===== src/rtl/qdsc_pkg.sv =====
// Shared types, register indexes and the quadrature transition table
// for the detent step counter. No dependencies.
`timescale 1ns / 1ps
`default_nettype none

package qdsc_pkg;

  // Request function codes
  typedef enum logic [1:0] {
    FUNC_SAMPLE  = 2'd0,
    FUNC_CONSUME = 2'd1,
    FUNC_DISCARD = 2'd2,
    FUNC_PRIME   = 2'd3
  } func_t;

  // Register indexes (byte address = 4 * index)
  localparam logic REG_THRESHOLD = 1'b0;
  localparam logic REG_LIMIT     = 1'b1;

  localparam int PADDR_W = 3;

  localparam logic [3:0] THRESHOLD_RESET = 4'd2;
  localparam logic [6:0] LIMIT_RESET     = 7'd20;

  // Half-step move for a change from prev to cur (A in bit 1, B in bit 0)
  function automatic logic signed [1:0] quad_move(input logic [1:0] prev,
                                                  input logic [1:0] cur);
    logic signed [1:0] mv;
    begin
      case ({prev, cur})
        4'd1, 4'd7, 4'd8, 4'd14: mv = -2'sd1;
        4'd2, 4'd4, 4'd11, 4'd13: mv = 2'sd1;
        default: mv = 2'sd0;
      endcase
      return mv;
    end
  endfunction

endpackage

`default_nettype wire


===== src/rtl/quadrature_detent_step_counter.sv =====
// Quadrature detent step counter: top level with request register,
// single-pass update logic, result register and APB-style registers.
// Depends on qdsc_pkg.
`timescale 1ns / 1ps
`default_nettype none

// Channel   | handshake            | payload
// ----------+----------------------+----------------------------------------
// request   | in_valid / in_ready  | func[1:0], pin_a, pin_b
// result    | out_valid / out_ready| step[1:0] s, pending_count[7:0] s,
//           |                      | step_pending
// config    | psel/penable/pwrite  | paddr[2:0], pwdata/prdata[31:0], pready
//
// One request per clock while the result is not stalled: a request lands in
// the request register, is decoded against the counter state in one pass
// and its result is held in the result register. The request register
// takes a request while a result waits only when it is empty; a stalled
// result then holds both stages. Reset (rst, synchronous) clears the
// counter state and loads the register defaults; no clearing pass needed.
module quadrature_detent_step_counter
  import qdsc_pkg::*;
(
  input  wire                       clk,
  input  wire                       rst,
  // request channel
  input  wire                       in_valid,
  output logic                      in_ready,
  input  wire  [1:0]                func,
  input  wire                       pin_a,
  input  wire                       pin_b,
  // result channel
  output logic                      out_valid,
  input  wire                       out_ready,
  output logic signed [1:0]         step,
  output logic signed [7:0]         pending_count,
  output logic                      step_pending,
  // configuration port
  input  wire                       psel,
  input  wire                       penable,
  input  wire                       pwrite,
  input  wire  [PADDR_W-1:0]        paddr,
  input  wire  [31:0]               pwdata,
  output logic [31:0]               prdata,
  output logic                      pready
);

  // Configuration registers
  logic [3:0] detent_threshold;
  logic [6:0] pending_limit;

  // Request register
  logic       req_valid;
  func_t      req_func;
  logic [1:0] req_ab;

  // Counter state
  logic [1:0]        previous_ab,     previous_ab_next;
  logic signed [4:0] half_step_accum, half_step_accum_next;
  logic signed [7:0] queued_detents,  queued_detents_next;
  logic              pending_flag,    pending_flag_next;
  logic signed [1:0] step_next;

  logic advance;
  logic cfg_write;

  // Register index is the word address bit
  assign pready    = 1'b1;
  assign cfg_write = psel && penable && pwrite && pready;

  always_ff @(posedge clk) begin
    if (rst) begin
      detent_threshold <= THRESHOLD_RESET;
      pending_limit    <= LIMIT_RESET;
    end else if (cfg_write) begin
      case (paddr[2])
        REG_THRESHOLD: detent_threshold <= pwdata[3:0];
        REG_LIMIT:     pending_limit    <= pwdata[6:0];
        default: ;
      endcase
    end
  end

  always_comb begin
    case (paddr[2])
      REG_THRESHOLD: prdata = {28'd0, detent_threshold};
      REG_LIMIT:     prdata = {25'd0, pending_limit};
      default:       prdata = 32'd0;
    endcase
  end

  // Move the held request forward when the result register is free or
  // being emptied this cycle.
  assign advance  = req_valid && (!out_valid || out_ready);
  assign in_ready = !req_valid || !out_valid || out_ready;

  always_ff @(posedge clk) begin
    if (rst) begin
      req_valid <= 1'b0;
    end else if (in_ready) begin
      req_valid <= in_valid;
    end
  end

  always_ff @(posedge clk) begin
    if (in_ready && in_valid) begin
      req_func <= func_t'(func);
      req_ab   <= {pin_a, pin_b};
    end
  end

  // Single-pass update of the counter state for the held request
  always_comb begin
    logic [3:0]        thr;
    logic signed [5:0] thr_s;
    logic signed [5:0] sum;
    logic signed [7:0] lim_s;
    logic signed [1:0] mv;

    previous_ab_next     = previous_ab;
    half_step_accum_next = half_step_accum;
    queued_detents_next  = queued_detents;
    pending_flag_next    = pending_flag;
    step_next            = 2'sd0;

    // A zero threshold counts as one
    thr   = (detent_threshold == 4'd0) ? 4'd1 : detent_threshold;
    thr_s = $signed({2'b00, thr});
    lim_s = $signed({1'b0, pending_limit});
    mv    = quad_move(previous_ab, req_ab);
    sum   = $signed({half_step_accum[4], half_step_accum}) + 6'(mv);

    case (req_func)
      FUNC_SAMPLE: begin
        if (req_ab != previous_ab) begin
          previous_ab_next = req_ab;
          // Double changes move nothing
          if (mv != 2'sd0) begin
            if (sum >= thr_s) begin
              pending_flag_next = 1'b1;
              if (queued_detents < lim_s) begin
                queued_detents_next = queued_detents + 8'sd1;
              end
              half_step_accum_next = 5'(sum - thr_s);
            end else if (sum <= -thr_s) begin
              pending_flag_next = 1'b1;
              if (queued_detents > -lim_s) begin
                queued_detents_next = queued_detents - 8'sd1;
              end
              half_step_accum_next = 5'(sum + thr_s);
            end else begin
              half_step_accum_next = 5'(sum);
            end
          end
        end
      end
      FUNC_CONSUME: begin
        if (queued_detents > 8'sd0) begin
          step_next           = 2'sd1;
          queued_detents_next = queued_detents - 8'sd1;
        end else if (queued_detents < 8'sd0) begin
          step_next           = -2'sd1;
          queued_detents_next = queued_detents + 8'sd1;
        end
        pending_flag_next = (queued_detents_next != 8'sd0);
      end
      FUNC_DISCARD: begin
        pending_flag_next    = 1'b0;
        queued_detents_next  = 8'sd0;
        half_step_accum_next = 5'sd0;
      end
      default: begin
        // Prime: load the previous state only
        previous_ab_next = req_ab;
      end
    endcase
  end

  always_ff @(posedge clk) begin
    if (rst) begin
      previous_ab     <= 2'd0;
      half_step_accum <= 5'sd0;
      queued_detents  <= 8'sd0;
      pending_flag    <= 1'b0;
    end else if (advance) begin
      previous_ab     <= previous_ab_next;
      half_step_accum <= half_step_accum_next;
      queued_detents  <= queued_detents_next;
      pending_flag    <= pending_flag_next;
    end
  end

  // Result register
  always_ff @(posedge clk) begin
    if (rst) begin
      out_valid <= 1'b0;
    end else if (advance) begin
      out_valid <= 1'b1;
    end else if (out_ready) begin
      out_valid <= 1'b0;
    end
  end

  always_ff @(posedge clk) begin
    if (advance) begin
      step          <= step_next;
      pending_count <= queued_detents_next;
      step_pending  <= pending_flag_next;
    end
  end

endmodule

`default_nettype wire

===== config.mk =====
export PLATFORM = sky130hd
export DESIGN_NAME = quadrature_detent_step_counter
export DESIGN_NICKNAME = d
export VERILOG_FILES = /design/src/rtl/qdsc_pkg.sv /design/src/rtl/quadrature_detent_step_counter.sv
export SDC_FILE = /design/constraint.sdc
export NUM_CORES = 1
export LEC_CHECK = 0
export BUFFER_PORTS_ARGS = -buffer_cell sky130_fd_sc_hd__buf_2
export CAP_MARGIN = 25
export CORE_MARGIN = 5
export CORE_UTILIZATION = 60
export DETAILED_ROUTE_END_ITERATION = 10
export PLACE_DENSITY = 0.91
export SYNTH_ARGS = -nofsm -noshare
export SYNTH_HDL_FRONTEND = slang
export SYNTH_SLANG_ARGS = --single-unit

===== constraint.sdc =====
create_clock -name clk -period 12.94 [get_ports clk]
set_clock_uncertainty 0.1 [all_clocks]
set_input_delay 2.588 -clock clk [delete_from_list [all_inputs] [get_ports clk]]
set_output_delay 2.588 -clock clk [all_outputs]
set_load 0.03 [all_outputs]

==> results of run 1 <==
## how the worst max path moves through the flow
stage                            to  depth (start not counted)  slack, ns
after global routing      prdata[0]                          3       6.93
after global placement    prdata[0]                          3       6.97
final                     prdata[0]                          3       6.96
after floorplan           prdata[1]                          2       6.80
after CTS                 prdata[0]                          3       6.96
after detailed placement  prdata[0]                          3       6.96
## flip-flops by register name, summed over array words and instances, names as in the netlist
register	cells
pending_limit	7
step_pending	1
req_valid	1
previous_ab	2
pending_count	8
half_step_accum	5
req_func	2
pending_flag	1
out_valid	1
detent_threshold	4
step	2
req_ab	2
queued_detents	8
## synth_stat cells (all sizes together) (6+ instances only)
cell     n
and2    10
o21ai   28
xnor2   12
nor3    11
nand3   11
a31oi    8
clkbuf  18
mux2i    6
nor2b    6
xor2    10
edfxtp  15
a21oi   42
nor4     6
nand4    8
ha      46
dfxtp   29
a211oi   6
nand2   48
inv     37
buf     31
nor2    46
## stage by stage
step | cell area (um^2) | cells | hold slack, ns
2_1_floorplan | 4390 | 554 | 0.332
3_3_place_gp | 4410 | 640 | 0.361
3_5_place_dp | 4410 | 640 | 0.365
4_1_cts | 4520 | 648 | 0.383
5_1_grt | 4520 | 648 | 0.409
6_report | 4520 | 648 | 0.379
## report_power, final
group	switching [mW]	leakage, nW	internal, mW
Sequential	0.00852	0.382	0.150
Clock	0.0511	0.0523	0.0494
Combinational	0.102	1.59	0.0522
## cells by family after synthesis
logic type / Yosys count
adders and majority gates: 49
xor gates and xnor gates: 22
DFF: 44
and+or+nand+nor: 172
other: 2
muxes: 11
buffers and inverters: 86
AOI/OAI and AO/OA: 144
## layer usage
layer / track usage, % / part of all wire, %
met1: 34.3 / 42
met2: 45.2 / 48
met3: 4.46 / 8.8
met4: 8.17 / 1.8
met5: 0 / 0
## area by class of cell
cell class	count	area, um^2	share of cell area [%]
clock buffer	6	93.8	2.08
clock inverter	2	12.5	0.277
inverter	37	139	3.07
multi-input combinational	424	2930	64.7
sequential	44	1030	22.8
tap	96	120	2.66
timing repair buffer	39	198	4.37
## critical path, cell delays in order
cell	delay [ns]
buf_2	0.18
mux2_2	0.35
buf_2	0.17
==> impl_metrics.ini, run 1 <==
[sta]
worstMarginPinSlew_ns = 0.970
fin_crit_ns = 5.98
rsz0062_at_grt = no
finalHoldViolations = 0
setup_tns_ns = 0
max_slew_margin_pct = 34.8
fmax_ghz = 0.167
worst_slack_ns = 6.96
fin_crit_sh_pct = 46.2
slew_violations = 0
setup_viol = 0

[global_route]
track_usage_pct = 26.6
grt-ovfl-total = 0
grt_pass1_wl_um = 19000
grt_pass1_vias = 3892
antenna_found_initial = 0
grt_max_degree = 29

[hold_path]
hold_depth = 2
min_path_type = reg -> reg
hold_end = half_step_accum[3]$_SDFFE_PP0P_
worstHoldStart = half_step_accum[3]$_SDFFE_PP0P_

[layout]
nNetsFinal = 646
final_common_cell = nand2_1
utilization_pct = 65.8
final_cell_mix = nand2_1, nor2_1, ha_1
nFillCells = 561
layout-drive-gt1-share_pct = 13.4
antenna_cells = 0
areaGrowthSynthToFinish_pct = 5.18

[setup_path]
crit_start = paddr[2]
cp-start-kind = input port
reg2reg_from = req_ab[0]$_DFFE_PP_
rr_endpoint = pending_count[0]$_DFFE_PP_
crit_fanout = 13
reg2regPathDepth = 17
ff2ff_setup_slack_ns = 7.48
critPathRequiredTime_ns = 10.25
critPathArrivalTime_ns = 3.29
critPathCaptureType = primary output
crit_type = in -> out

[placement]
place_ws_ns = 6.96
hpwlAfterDp_um = 8630
gp_congestion = 0.943
portBuffers = 38

[yosys]
synthAdderAreaFrac_pct = 14.8
synth-warning-count = 0
ys_seq_area_share_pct = 24.0
synth.area.mux_share_pct = 3.06
synth_top_family_by_area = compound AO/OA/AOI/OAI gates
yosys.area_share.simple_pct = 20.3
synth_xor_area_share_pct = 4.48
synthCells = 530
ys_seq_elements = 44
synth_enable_flop_cells = 15
yosysTopAreaCellShare_pct = 13.5
synth_area_um2 = 4300
synth_compound_area_share_pct = 23.2
ys_types = 77
synth_top_cell_by_area = dfxtp_1
synthTopCellsByArea = dfxtp_1, ha_1, edfxtp_1
synth_area_per_cell_um2 = 8.11
synthFlopType = dfxtp_1
async_flop_share_pct = 0

[clock_network]
clk_path_buf_depth = 2
cts-resized-gates = 0
clock_latency_ns = 0.30
cts-root-buf = clkbuf_8
cts_tree = yes
htreeDepth = 2
clk_pin_slew_ns = 0.09
numCtsBuffers = 5
post_cts_buffers = 0
cts_hold_buf = 0
numClockSinks = 44

[drt]
detail_route.first_pass.iterations = 6
num_vias = 4031
drc = 0
dr.first_iter.drc_count = 371
post_drt_wl_per_cell_um = 17.7
vias_per_cell = 6.22
postRouteAntennaNets = 0
routed_wl_um = 11500

[floorplan]
die-area_um2 = 8960
initial_utilization_pct = 62.6
core_region_area_um2 = 6870
die-height_um = 94.6
ios = 92
die_w_um = 94.6
rows = 30

[pwr]
irDropWorstVdd_mv = 0.0453
p_leak_nw = 2.02
p_total_uw = 412
power_density_nw_per_um2 = 91.2

[job]
cap_violations = 0

[run_status]
status = finished clean
Note: power is estimated with default switching activity, not from simulation.
==> run 2, diff against run 1 <==
- CORE_UTILIZATION: 60 -> 51
- PLACE_DENSITY: 0.91 -> 0.82
- clock period: 12.94 -> 4.9 ns (I/O delays scaled with it)
==> run 2 against run 1 <==
Via count shrank 0.30%. Highest routed layer unchanged. Sequential share of layout area shrank 0.93 points. Cell count grew 3.4%. Sequential cell count is the same. Largest cell class unchanged. Sequential power grew to 2.6 times the previous value. Design area grew 4.2%.
==> impl_metrics.ini, run 2 (same netlist as run 1, synthesis figures left out) <==
[layout]
final_cell_mix = nand2_1, nor2_1, ha_1
nNetsFinal = 659
final_common_cell = nand2_1
layout-drive-gt1-share_pct = 17.9
antenna_cells = 0
areaGrowthSynthToFinish_pct = 9.64
utilization_pct = 57.3
top_regs = pending_count: 8 flops, queued_detents: 8 flops, pending_limit: 7 flops

[setup_path]
ff2ff_setup_slack_ns = 0.16
rr_endpoint = queued_detents[3]$_SDFFE_PP0P_
reg2regPathDepth = 18
crit_type = reg -> reg
cp-start-kind = flop
reg2reg_from = req_ab[0]$_DFFE_PP_
critPathArrivalTime_ns = 4.88
crit_fanout = 6
critPathCaptureType = flop
critPathRequiredTime_ns = 5.05

[placement]
gp_congestion = 0.943
portBuffers = 38
hpwlAfterDp_um = 8470

[sta]
fin_crit_ns = 4.74
fmax_ghz = 0.211
setup_viol = 0
setup_tns_ns = 0
slew_violations = 0
max_slew_margin_pct = 47.3
worstMarginPinSlew_ns = 0.790
fin_crit_sh_pct = 96.7
finalHoldViolations = 0

[floorplan]
rows = 33
die_w_um = 102
initial_utilization_pct = 52.3
ios = 92
die-height_um = 102
die-area_um2 = 10400
core_region_area_um2 = 8220

[drt]
vias_per_cell = 6.00
dr.first_iter.drc_count = 295
post_drt_wl_per_cell_um = 16.8
detail_route.first_pass.iterations = 5
num_vias = 4019
drc = 0
routed_wl_um = 11300
postRouteAntennaNets = 0

[clock_network]
clock_latency_ns = 0.31
cts-root-buf = clkbuf_8
numCtsBuffers = 5
cts_tree = yes
htreeDepth = 2
numClockSinks = 44
clk_pin_slew_ns = 0.09
clk_path_buf_depth = 2

[pwr]
power_density_nw_per_um2 = 242
irDropWorstVdd_mv = 0.143
p_int_uw = 707
p_leak_nw = 2.10
pwr-share-seq_pct = 36.6
clock_power_share_pct = 25.8
netSwitchingPower_uw = 432
swShare_pct = 37.9
power_frac_comb_pct = 37.6

[hold_path]
hold_depth = 2
min_path_type = reg -> reg
worstHoldStart = half_step_accum[3]$_SDFFE_PP0P_
hold_end = half_step_accum[3]$_SDFFE_PP0P_

[global_route]
track_usage_pct = 21.2
antenna_found_initial = 0
grt_pass1_vias = 3717
grt-ovfl-total = 0
grt_pass1_wl_um = 17600
grt_max_degree = 29

[job]
cap_violations = 0

[run_status]
status = finished clean
-- run 2: cell type report --
type | count | area (um^2)
clock inverters | 3 | 46.3
repair buffers | 52 | 295
clock buffers | 5 | 68.8
multi-input cells | 424 | 3000
flip-flops and latches | 44 | 1030
well taps | 105 | 131
fillers | 740 | 3500
inverters | 37 | 139
-- run 2: worst max-delay path by stage --
stage	start	end	slack, ns	depth (start not counted)
floorplan	req_ab[0]$_DFFE_PP_	pending_count[3]$_DFFE_PP_	0.58	14
global placement	req_ab[0]$_DFFE_PP_	queued_detents[3]$_SDFFE_PP0P_	0.15	19
detailed placement	req_ab[0]$_DFFE_PP_	pending_count[1]$_DFFE_PP_	0.03	15
CTS	req_ab[0]$_DFFE_PP_	pending_count[1]$_DFFE_PP_	0.01	15
global route	req_ab[0]$_DFFE_PP_	queued_detents[3]$_SDFFE_PP0P_	-0.06	18
finish	req_ab[0]$_DFFE_PP_	queued_detents[3]$_SDFFE_PP0P_	0.16	18
-- run 2: per-layer routing --
layer,up-vias,track usage [%],wire (um)
met3,24,3.65,863
met1,1885,27.6,4900
li1,1926,-,-
met4,0,7.16,246
met5,-,0,0
met2,184,35.7,5250
-- run 2: stage by stage --
| step | hold WS (ns) | area (um^2) | cells | setup WS (ns) | total power, mW |
|---|---|---|---|---|---|
| global placement | 0.360 | 4480 | 656 | 0.146 | 0.817 |
| floorplan | 0.332 | 4390 | 554 | 0.584 | 0.740 |
| finish | 0.374 | 4710 | 670 | 0.164 | 1.14 |
| CTS | 0.376 | 4590 | 664 | 0.0124 | 1.12 |
| detailed placement | 0.359 | 4480 | 656 | 0.0335 | 0.827 |
| global route | 0.407 | 4710 | 670 | -0.0570 | 1.19 |
-- run 2: timing repair --
item                       CTS  global route
gates resized for setup      0            17
buffers inserted             0             6
setup endpoints to repair    0            14
hold buffers                 0             0
-- run 2: power groups by stage --
stage	registers (mW)	logic (mW)	clock network, mW
6_report	0.417	0.428	0.293
5_1_grt	0.420	0.463	0.311
4_1_cts	0.417	0.403	0.296
3_5_place_dp	0.425	0.401	0
3_3_place_gp	0.424	0.393	0
2_1_floorplan	0.425	0.315	0
-- run 2: worst max-delay path: stages (launching register included) --
cell	delay, ns
edfxtp_1	0.44
inv_1	0.09
ha_1	0.19
mux4_2	0.56
buf_4	0.19
ha_1	0.36
xor2_1	0.19
buf_4	0.16
ha_1	0.39
a21oi_2	0.19
nand2_1	0.12
nand2_1	0.16
a21oi_2	0.10
or3_4	0.38
or3_1	0.37
a221oi_2	0.32
nor3_1	0.12
buf_4	0.15
a21oi_2	0.11
==> run 3, diff against run 2 <==
- ABC_AREA: default -> 1
==> run 3 against run 2 <==
Synthesized cell count up 22%. Via count grew 6.0%. Utilization is 1.6 points lower. Design area up 2.7%. Sequential power up 3%. Setup slack improved by 0.13 ns. Sequential share of layout area down 0.58 points. Global-route usage shrank 0.85 points. Count of clock-buffer cells in the layout is 1 higher. First-iteration DRC count grew 38%. Area after synthesis is 5.3% higher. Non-clock buffer count is 9 lower.
==> impl_metrics.ini, run 3 <==
[yosys]
synth.area.mux_share_pct = 0
synth_top_family_by_area = simple AND/OR/NAND/NOR gates
synth_enable_flop_cells = 15
synth_compound_area_share_pct = 15.0
synth-warning-count = 0
ys_types = 47
yosysTopAreaCellShare_pct = 13.1
synth_most_common_cell = nand2_1
ys_seq_area_share_pct = 22.8
synthCells = 646
synth_xor_area_share_pct = 5.61
synthAdderAreaFrac_pct = 14.0
yosys.area_share.simple_pct = 29.2
ys_seq_elements = 44
synthFlopType = dfxtp_1
synthTopCellsByArea = nand2_1, dfxtp_1, ha_1
synth_area_per_cell_um2 = 7.01
synth_commonest_cells = nand2_1, inv_1, a21oi_1, ha_1, o21ai_0
synth_area_um2 = 4530
async_flop_share_pct = 0
synth_top_cell_by_area = nand2_1

[sta]
fin_crit_sh_pct = 94.0
worst_slack_ns = 0.295
worstMarginPinSlew_ns = 0.615
worst_hold_slack_ns = 0.389
finalHoldViolations = 0
fin_crit_ns = 4.60
fmax_ghz = 0.217
setup_tns_ns = 0
setup_viol = 0
slew_violations = 0
max_slew_margin_pct = 59.0

[clock_network]
cts_tree = yes
clk_pin_slew_ns = 0.09
cts_hold_buf = 0
numCtsBuffers = 5
htreeDepth = 2
clock_latency_ns = 0.30
clk_path_buf_depth = 2
cts-root-buf = clkbuf_8
numClockSinks = 44

[global_route]
antenna_found_initial = 0
track_usage_pct = 20.4
grt_pass1_vias = 4121
grt_pass1_wl_um = 18800
grt_max_degree = 31
grt-ovfl-total = 0

[setup_path]
critPathArrivalTime_ns = 4.57
cp-start-kind = flop
critPathRequiredTime_ns = 4.87
crit_fanout = 9
crit_type = reg -> reg
critPathCaptureType = flop

[hold_path]
min_path_type = reg -> reg

[drt]
dr.first_iter.drc_count = 408
detail_route.first_pass.iterations = 5
drc = 0
postRouteAntennaNets = 0
num_vias = 4262
post_drt_wl_per_cell_um = 14.5
vias_per_cell = 5.42
routed_wl_um = 11400

[floorplan]
ios = 92
core_region_area_um2 = 8680
die-area_um2 = 10900
initial_utilization_pct = 52.1
die_w_um = 104
rows = 34
die-height_um = 104

[layout]
nNetsFinal = 773
areaGrowthSynthToFinish_pct = 6.97
top_regs = pending_count: 8 flops, queued_detents: 8 flops, pending_limit: 7 flops
utilization_pct = 55.8
final_area_um2 = 4840
final_cell_mix = nand2_1, inv_1, a21oi_1, ha_1, buf_2
antenna_cells = 0
final_common_cell = nand2_1
layout-drive-gt1-share_pct = 17.7
fin_cells = 787
nFillCells = 836

[placement]
portBuffers = 38
place_ws_ns = 0.141
gp_congestion = 0.937
hpwlAfterDp_um = 8850
dpl-instance-area_um2 = 4690
dpl.cell_count = 775

[pwr]
irDropWorstVdd_mv = 0.142
power_density_nw_per_um2 = 309
p_leak_nw = 2.51
p_total_mw = 1.50

[job]
cap_violations = 0

[run_status]
status = finished clean
## run 3: cells by family after synthesis
group | Yosys count
AO/OA/AOI/OAI | 118
XOR/XNOR | 29
adder cells (fa/ha/maj) | 49
buffers and inverters | 131
flip-flops | 44
other | 2
AND/OR/NAND/NOR | 273
## run 3: layout make-up
type / instances / area (um^2) / area share, %
multi-input cells: 496 / 3010 / 62.2
flip-flops and latches: 44 / 1030 / 21.3
inverters: 88 / 330 / 6.82
repair buffers: 43 / 228 / 4.70
well taps: 108 / 135 / 2.79
clock buffers: 6 / 72.6 / 1.50
clock inverters: 2 / 35.0 / 0.724
## run 3: worst paths after layout
check                                  start                              end  slack [ns]  cells after the start
max                      req_ab[1]$_DFFE_PP_           step_pending$_DFFE_PP_        0.30                     22
min          half_step_accum[0]$_SDFFE_PP0P_  half_step_accum[0]$_SDFFE_PP0P_        0.39                      2
max reg2reg              req_ab[1]$_DFFE_PP_           step_pending$_DFFE_PP_        0.30                     22
min reg2reg  half_step_accum[0]$_SDFFE_PP0P_  half_step_accum[0]$_SDFFE_PP0P_        0.39                      2
## run 3: critical path: stages (launching register included)
cell and delay (ns):
edfxtp_1 0.49, inv_1 0.14, ha_1 0.25, xnor2_1 0.17, xor2_1 0.21, inv_1 0.06, ha_1 0.24, fa_1 0.45
xnor2_2 0.24, inv_1 0.13, ha_1 0.38, inv_2 0.10, o21ai_1 0.10, a21oi_4 0.29, nand4_4 0.15, nand2_4 0.09
nand3_4 0.14, nor2_2 0.22, nor2_1 0.07, o21ai_1 0.11, nand3_1 0.08, o21ai_1 0.10, inv_1 0.06
## run 3: timing repair
action | CTS | global route
buffers inserted | 0 | 3
setup endpoints to repair | 0 | 21
resized for setup | 0 | 3
## run 3: metal layers
metal  GRT usage [%]  up-vias  part of all wire, %
li1                -     2101                    -
met1            25.1     1986                   42
met2            36.0      146                   49
met3            2.17       29                  6.2
met4            8.33        0                  3.0
met5               0        -                    0
## run 3: power by group
| part | internal (mW) | total (mW) | leakage, nW | switching [mW] |
|---|---|---|---|---|
| registers | 0.404 | 0.431 | 0.382 | 0.0272 |
| clock network | 0.152 | 0.286 | 0.0552 | 0.134 |
| logic | 0.265 | 0.781 | 2.07 | 0.517 |
